## config.mk

```make
export PLATFORM = sky130hd
export DESIGN_NAME = msp_response_frame_parser_top
export DESIGN_NICKNAME = d
export VERILOG_FILES = /design/src/rtl/msp_pkg.sv /design/src/rtl/msp_response_frame_parser_top.sv /design/src/rtl/msp_parse.sv /design/src/rtl/msp_out_reg.sv
export SDC_FILE = /design/constraint.sdc
export NUM_CORES = 1
export LEC_CHECK = 0
export BUFFER_PORTS_ARGS = -buffer_cell sky130_fd_sc_hd__clkbuf_2
export CORE_MARGIN = 2
export CORE_UTILIZATION = 35
export DETAILED_ROUTE_END_ITERATION = 16
export GPL_ROUTABILITY_DRIVEN = 0
export PLACE_DENSITY = 0.5
export SLEW_MARGIN = 10
export SYNTH_ARGS = -nofsm -noshare
export SYNTH_HDL_FRONTEND = slang
export SYNTH_SLANG_ARGS = --single-unit
```

## constraint.sdc

```tcl
create_clock -name clk -period 5.07 [get_ports clk]
set_clock_uncertainty 0.05 [all_clocks]
set_input_delay 0.7605 -clock clk [delete_from_list [all_inputs] [get_ports clk]]
set_output_delay 0.7605 -clock clk [all_outputs]
set_load 0.01 [all_outputs]
```

## src/rtl/msp_pkg.sv

```systemverilog
// shared types and constants for the msp response frame parser
package msp_pkg;

	// header characters of a response frame
	localparam logic [7:0] CH_DOLLAR = 8'h24;
	localparam logic [7:0] CH_M      = 8'h4D;
	localparam logic [7:0] CH_ARROW  = 8'h3E;
	localparam logic [7:0] CH_BANG   = 8'h21;

	// parser phase
	typedef enum logic [2:0] {
		PH_IDLE   = 3'd0,
		PH_DOLLAR = 3'd1,
		PH_M      = 3'd2,
		PH_ARROW  = 3'd3,
		PH_ERR    = 3'd4,
		PH_SIZE   = 3'd5,
		PH_CMD    = 3'd6
	} phase_t;

	// event reported with each result
	typedef enum logic [2:0] {
		EV_NONE    = 3'd0,
		EV_DATA    = 3'd1,
		EV_GOOD    = 3'd2,
		EV_GOODERR = 3'd3,
		EV_BADSUM  = 3'd4
	} event_t;

	// one result item
	typedef struct packed {
		event_t     event_res;
		logic [7:0] data_byte;
		logic [7:0] byte_index;
		logic [7:0] command;
		logic [7:0] frame_size;
	} res_t;

endpackage

```

## src/rtl/msp_response_frame_parser_top.sv

```systemverilog
// top level of the msp response frame parser
// Takes one received byte per transfer and returns exactly one result per byte:
// an event code in m_tuser and the payload byte, its index, the command and the
// announced size in m_tdata. Throughput is one byte per clock cycle, sustained
// while the output is taken. A byte is held in the input register; its result is
// formed combinationally by the frame state machine and loaded into the result
// register, from which the output transfer takes it.
// Both stages advance whenever the result register is empty or being taken; while
// a finished result waits, the input register takes one more byte and then the
// input stalls.
module msp_response_frame_parser_top (
	input  logic        clk,
	input  logic        arst_n,
	input  logic        s_tvalid,
	output logic        s_tready,
	input  logic [7:0]  s_tdata,   // [7:0] rx_byte
	output logic        m_tvalid,
	input  logic        m_tready,
	output logic [31:0] m_tdata,   // [7:0] data_byte, [15:8] byte_index,
	                               // [23:16] command, [31:24] frame_size
	output logic [7:0]  m_tuser    // [2:0] event_res, [7:3] zero
);

	logic          valid_s1;
	logic [7:0]    byte_s1;
	logic          out_in_ready;
	logic          advance;
	msp_pkg::res_t res_c;
	msp_pkg::res_t res_o;

	assign advance  = valid_s1 && out_in_ready;
	assign s_tready = !valid_s1 || advance;

	// input register valid
	always_ff @(posedge clk or negedge arst_n) begin
		if (!arst_n) begin
			valid_s1 <= 1'b0;
		end else if (s_tready) begin
			valid_s1 <= s_tvalid;
		end
	end

	// input register payload
	always_ff @(posedge clk) begin
		if (s_tvalid && s_tready) begin
			byte_s1 <= s_tdata;
		end
	end

	msp_parse u_parse (
		.clk     (clk),
		.arst_n  (arst_n),
		.step    (advance),
		.rx_byte (byte_s1),
		.res     (res_c)
	);

	msp_out_reg u_out_reg (
		.clk       (clk),
		.arst_n    (arst_n),
		.in_valid  (valid_s1),
		.in_ready  (out_in_ready),
		.in_res    (res_c),
		.out_valid (m_tvalid),
		.out_ready (m_tready),
		.out_res   (res_o)
	);

	// pack output fields
	assign m_tdata = {res_o.frame_size, res_o.command, res_o.byte_index, res_o.data_byte};
	assign m_tuser = {5'd0, res_o.event_res};

endmodule

```

## src/rtl/msp_parse.sv

```systemverilog
// frame state machine: consumes one byte per step and forms its result
module msp_parse (
	input  logic             clk,
	input  logic             arst_n,
	input  logic             step,
	input  logic [7:0]       rx_byte,
	output msp_pkg::res_t    res
);

	msp_pkg::phase_t phase_q, phase_d;
	logic            err_q, err_d;
	logic [7:0]      len_q, len_d;
	logic [7:0]      cnt_q, cnt_d;
	logic [7:0]      xor_q, xor_d;
	logic [7:0]      cmd_q, cmd_d;

	// state registers
	always_ff @(posedge clk or negedge arst_n) begin
		if (!arst_n) begin
			phase_q <= msp_pkg::PH_IDLE;
			err_q   <= 1'b0;
			len_q   <= 8'd0;
			cnt_q   <= 8'd0;
			xor_q   <= 8'd0;
			cmd_q   <= 8'd0;
		end else if (step) begin
			phase_q <= phase_d;
			err_q   <= err_d;
			len_q   <= len_d;
			cnt_q   <= cnt_d;
			xor_q   <= xor_d;
			cmd_q   <= cmd_d;
		end
	end

	// next state and result
	always_comb begin
		phase_d = phase_q;
		err_d   = err_q;
		len_d   = len_q;
		cnt_d   = cnt_q;
		xor_d   = xor_q;
		cmd_d   = cmd_q;
		res     = '{event_res: msp_pkg::EV_NONE, data_byte: 8'd0, byte_index: 8'd0,
			command: 8'd0, frame_size: 8'd0};
		case (phase_q)
			msp_pkg::PH_DOLLAR: begin
				phase_d = (rx_byte == msp_pkg::CH_M) ? msp_pkg::PH_M : msp_pkg::PH_IDLE;
			end
			msp_pkg::PH_M: begin
				if (rx_byte == msp_pkg::CH_ARROW) begin
					phase_d = msp_pkg::PH_ARROW;
				end else if (rx_byte == msp_pkg::CH_BANG) begin
					phase_d = msp_pkg::PH_ERR;
				end else begin
					phase_d = msp_pkg::PH_IDLE;
				end
			end
			msp_pkg::PH_ARROW, msp_pkg::PH_ERR: begin
				// size byte starts the checksum
				err_d   = (phase_q == msp_pkg::PH_ERR);
				len_d   = rx_byte;
				cnt_d   = 8'd0;
				xor_d   = rx_byte;
				phase_d = msp_pkg::PH_SIZE;
			end
			msp_pkg::PH_SIZE: begin
				cmd_d   = rx_byte;
				xor_d   = xor_q ^ rx_byte;
				phase_d = msp_pkg::PH_CMD;
			end
			msp_pkg::PH_CMD: begin
				res.command    = cmd_q;
				res.frame_size = len_q;
				if (cnt_q < len_q) begin
					// payload byte
					res.event_res  = msp_pkg::EV_DATA;
					res.data_byte  = rx_byte;
					res.byte_index = cnt_q;
					xor_d          = xor_q ^ rx_byte;
					cnt_d          = cnt_q + 8'd1;
				end else begin
					// checksum byte closes the frame
					if (xor_q == rx_byte) begin
						res.event_res = err_q ? msp_pkg::EV_GOODERR : msp_pkg::EV_GOOD;
					end else begin
						res.event_res = msp_pkg::EV_BADSUM;
					end
					phase_d = msp_pkg::PH_IDLE;
				end
			end
			default: begin
				phase_d = (rx_byte == msp_pkg::CH_DOLLAR) ? msp_pkg::PH_DOLLAR
					: msp_pkg::PH_IDLE;
			end
		endcase
	end

endmodule

```

## src/rtl/msp_out_reg.sv

```systemverilog
// result register with valid, decoupling the parser from the output stream
module msp_out_reg (
	input  logic          clk,
	input  logic          arst_n,
	input  logic          in_valid,
	output logic          in_ready,
	input  msp_pkg::res_t in_res,
	output logic          out_valid,
	input  logic          out_ready,
	output msp_pkg::res_t out_res
);

	logic          valid_q;
	msp_pkg::res_t res_q;

	assign in_ready  = !valid_q || out_ready;
	assign out_valid = valid_q;
	assign out_res   = res_q;

	// valid flag
	always_ff @(posedge clk or negedge arst_n) begin
		if (!arst_n) begin
			valid_q <= 1'b0;
		end else if (in_ready) begin
			valid_q <= in_valid;
		end
	end

	// result payload
	always_ff @(posedge clk) begin
		if (in_valid && in_ready) begin
			res_q <= in_res;
		end
	end

endmodule
```

==> impl_metrics.tcl <==
set metrics [dict create \
    slew_viol_final 0 \
    die_h_um 108 \
    die_area_mm2 0.0118 \
    postCtsSetupBuffers 0 \
    power_density_mw_per_mm2 457 \
    initial_core_util_pct 35.5 \
    path_class "primary input to flip-flop" \
    ys_warn_count 0 \
    pin_count 54 \
    syn_area_per_cell_um2 12.0 \
    diodes 0 \
    grt_start_max_net_pins 43 \
    grt_pass1_vias 2633 \
    min_from "u_parse.len_q[2]" \
    fp.dieW_um 108 \
    yosysTopAreaCellShare_pct 33.8 \
    wl_per_cell_um 16.3 \
    path_delay_family "simple AND/OR/NAND/NOR gates" \
    async_flop_share_pct 46.9 \
    cts_tree "built" \
    min_period_ns 2.74 \
    routed.top_layer "met4" \
    insertion_delay_ns 0.35 \
    slowest_stage "inv_2" \
    antenna_found_initial 0 \
    status "completed" \
    timing.slew.headroom_pct 30.5 \
    fmax_mhz 366 \
    setup_violations 0 \
    dpl_worst_slack_ns 1.89 \
    fin_nets 385 \
    hold_viol 0 \
    numCtsBuffers 9 \
    wl_mm 8.34 \
    ys_top_cells_by_count "edfxtp_1, dfrtp_1, nand2_1" \
    cp_common_cell "nand2_1" \
    r2r_start "u_parse.cnt_q[7]" \
    synth_edf_count 43 \
    ctsHtreeMaxLevel 3 \
    irDropWorstVdd_uv 165 \
    synth_area_leaders "edfxtp_1, dfrtp_1, and2_1" \
    drcViolationCount 0 \
    cp_max_fo 42 \
    required_ns 5.26 \
    initialDrtViolationCount 95 \
    yosysSeqAreaShare_pct 58.8 \
    hpwl_mm 5.40 \
    root_buffer "clkbuf_8" \
    tightestPinTransition_ns 1.04 \
    dr_wl_met2_mm 3.80 \
    cts.clk_slew.worst_paths_ns 0.08 \
    worst_slack_ns 2.33 \
    hp-class "flip-flop to flip-flop" \
    io_buffers 48 \
    stdcell_count 510 \
    dp.cells 494 \
    crit_path_start_kind "primary input" \
    synth_most_common_cell "edfxtp_1" \
    grt_usage_pct 15.8 \
    clock_sinks 81 \
    avgViaCountPerCell 5.06 \
    core_area_mm2 0.0107 \
    cp-startpoint "m_tready" \
    gr-total-overflow 0 \
    tns_ns 0 \
    min_period_over_period_pct 54.0 \
    cp-end-kind "flip-flop" \
    dr.pass1.iters 4 \
    ys_seq_elements 81 \
    max-cap-violations 0 \
    wl_met1_mm 4.02 \
    num_vias 2581 \
    leakage_nw 1.88 \
    ys_types 51 \
    synthCells 319 \
    ant_nets 0 \
    cts_resized 0 \
    met3_length_um 401 \
    synthToLayoutAreaGrowth_pct 13.4 \
    reg2reg_slack_ns 2.44 \
    grt_first_pass_wirelength_mm 14.0 \
    cts.hold.buffers_added 0 \
    row_count 38 \
    crit_buf_inv 2 \
    cp.arrival_ns 2.92 \
    rsz0062_at_grt "no" \
    worstPathCellList "clkbuf_2 > nand2b_1 > nand2_1 > inv_2 > nand2_1 > mux2_2" \
    drive_gt1_share_pct 24.3 \
    clock_path_buffers 2 \
    yosysTopAreaCell "edfxtp_1" \
    cp_slowest_stage_delay_ns 0.72 \
    synth_flop_cell "edfxtp_1" \
    syn_area_mm2 0.00381 \
    filler_cell_count 1079 \
]
## stage by stage
step	hold WS (ns)	cell area, um2	utilization [%]	total power [mW]
after floorplan	0.392	3830	-	1.41
after detailed placement	0.420	4150	38.7	1.57
after global placement	0.415	4150	38.7	1.56
final	0.430	4330	40.3	1.98
after CTS	0.438	4330	40.3	2.00
after global routing	0.480	4330	40.3	2.13
## flip-flops by register name (all words and copies together), names as in the netlist
register / count
byte_s1: 8
u_out_reg.out_res: 35
u_out_reg.out_valid: 1
u_parse.cmd_q: 8
u_parse.cnt_q: 8
u_parse.err_q: 1
u_parse.len_q: 8
u_parse.phase_q: 3
u_parse.xor_q: 8
valid_s1: 1
## metal layers
metal	vias up	track usage, %
met2	65	24.2
met1	1269	21.7
met5	-	0
met4	0	5.04
met3	13	4.22
li1	1234	-
## layout make-up
| type | count | area, um2 | area share (%) |
|---|---|---|---|
| clock buffers | 11 | 141 | 3.27 |
| clock inverters | 5 | 31.3 | 0.723 |
| inverters | 16 | 60.1 | 1.39 |
| multi-input cells | 208 | 1430 | 33.0 |
| flip-flops and latches | 81 | 2240 | 51.8 |
| well taps | 140 | 175 | 4.05 |
| repair buffers | 49 | 248 | 5.73 |
## layout by cell type, fill, tap and decap left out, types with 2 or more instances in the layout
| cell type | netlist | layout |
|---|---|---|
| nor2b_1 | 16 | 16 |
| a22oi_1 | 2 | 2 |
| and2_1 | 26 | 26 |
| inv_1 | 15 | 15 |
| nor4_1 | 4 | 4 |
| and3_1 | 3 | 3 |
| edfxtp_1 | 43 | 43 |
| nand3_1 | 9 | 9 |
| nor2_1 | 8 | 8 |
| nor4bb_1 | 2 | 2 |
| o41ai_1 | 4 | 4 |
| xor2_1 | 2 | 2 |
| o21ai_0 | 16 | 16 |
| dfrtp_1 | 38 | 38 |
| clkbuf_8 | 0 | 10 |
| a21o_1 | 6 | 6 |
| or2_2 | 2 | 2 |
| o21ai_2 | 2 | 2 |
| nand2_1 | 27 | 27 |
| mux2_2 | 14 | 14 |
| nand3b_1 | 2 | 2 |
| nand2b_1 | 3 | 3 |
| o311a_1 | 2 | 2 |
| mux2i_1 | 3 | 3 |
| a31oi_1 | 4 | 4 |
| nor3_1 | 13 | 13 |
| and3b_1 | 2 | 2 |
| conb_1 | 1 | 5 |
| ha_1 | 8 | 8 |
| o211ai_1 | 6 | 6 |
| clkbuf_2 | 0 | 48 |
| clkinv_2 | 0 | 3 |
## worst min-delay path: stages (launching register included)
cell and delay, ns:
dfrtp_1 0.34, nand2_1 0.05, o21ai_0 0.06
## path summary, 6_finish.rpt
path | end | cells past startpoint
worst min register to register | u_parse.len_q[2] | 2
min in group asynchronous | u_parse.phase_q[1] | 1
worst max-delay path | u_parse.len_q[7] | 6
worst min-delay path | u_parse.len_q[2] | 2
worst max register to register | u_parse.xor_q[4] | 6
max in group asynchronous | u_parse.len_q[0] | 1
## logic make-up after synthesis
group                    Yosys count  share of synthesized area [%]
flip-flops                        81                           58.8
XOR/XNOR                           2                          0.459
adder cells (fa/ha/maj)            8                           2.62
AO/OA/AOI/OAI                     55                           11.4
AND/OR/NAND/NOR                  121                           17.5
buffers and inverters             34                           4.17
other                              1                         0.0983
multiplexers                      17                           4.92
## power breakdown
| group | leakage (nW) | total [mW] | internal (mW) | switching [mW] |
|---|---|---|---|---|
| combinational | 0.888 | 0.581 | 0.251 | 0.329 |
| sequential | 0.907 | 0.973 | 0.847 | 0.126 |
| clock | 0.0891 | 0.425 | 0.190 | 0.236 |
| total | 1.88 | 1.98 | 1.29 | 0.691 |
Note: power is estimated with default switching activity, not from simulation.
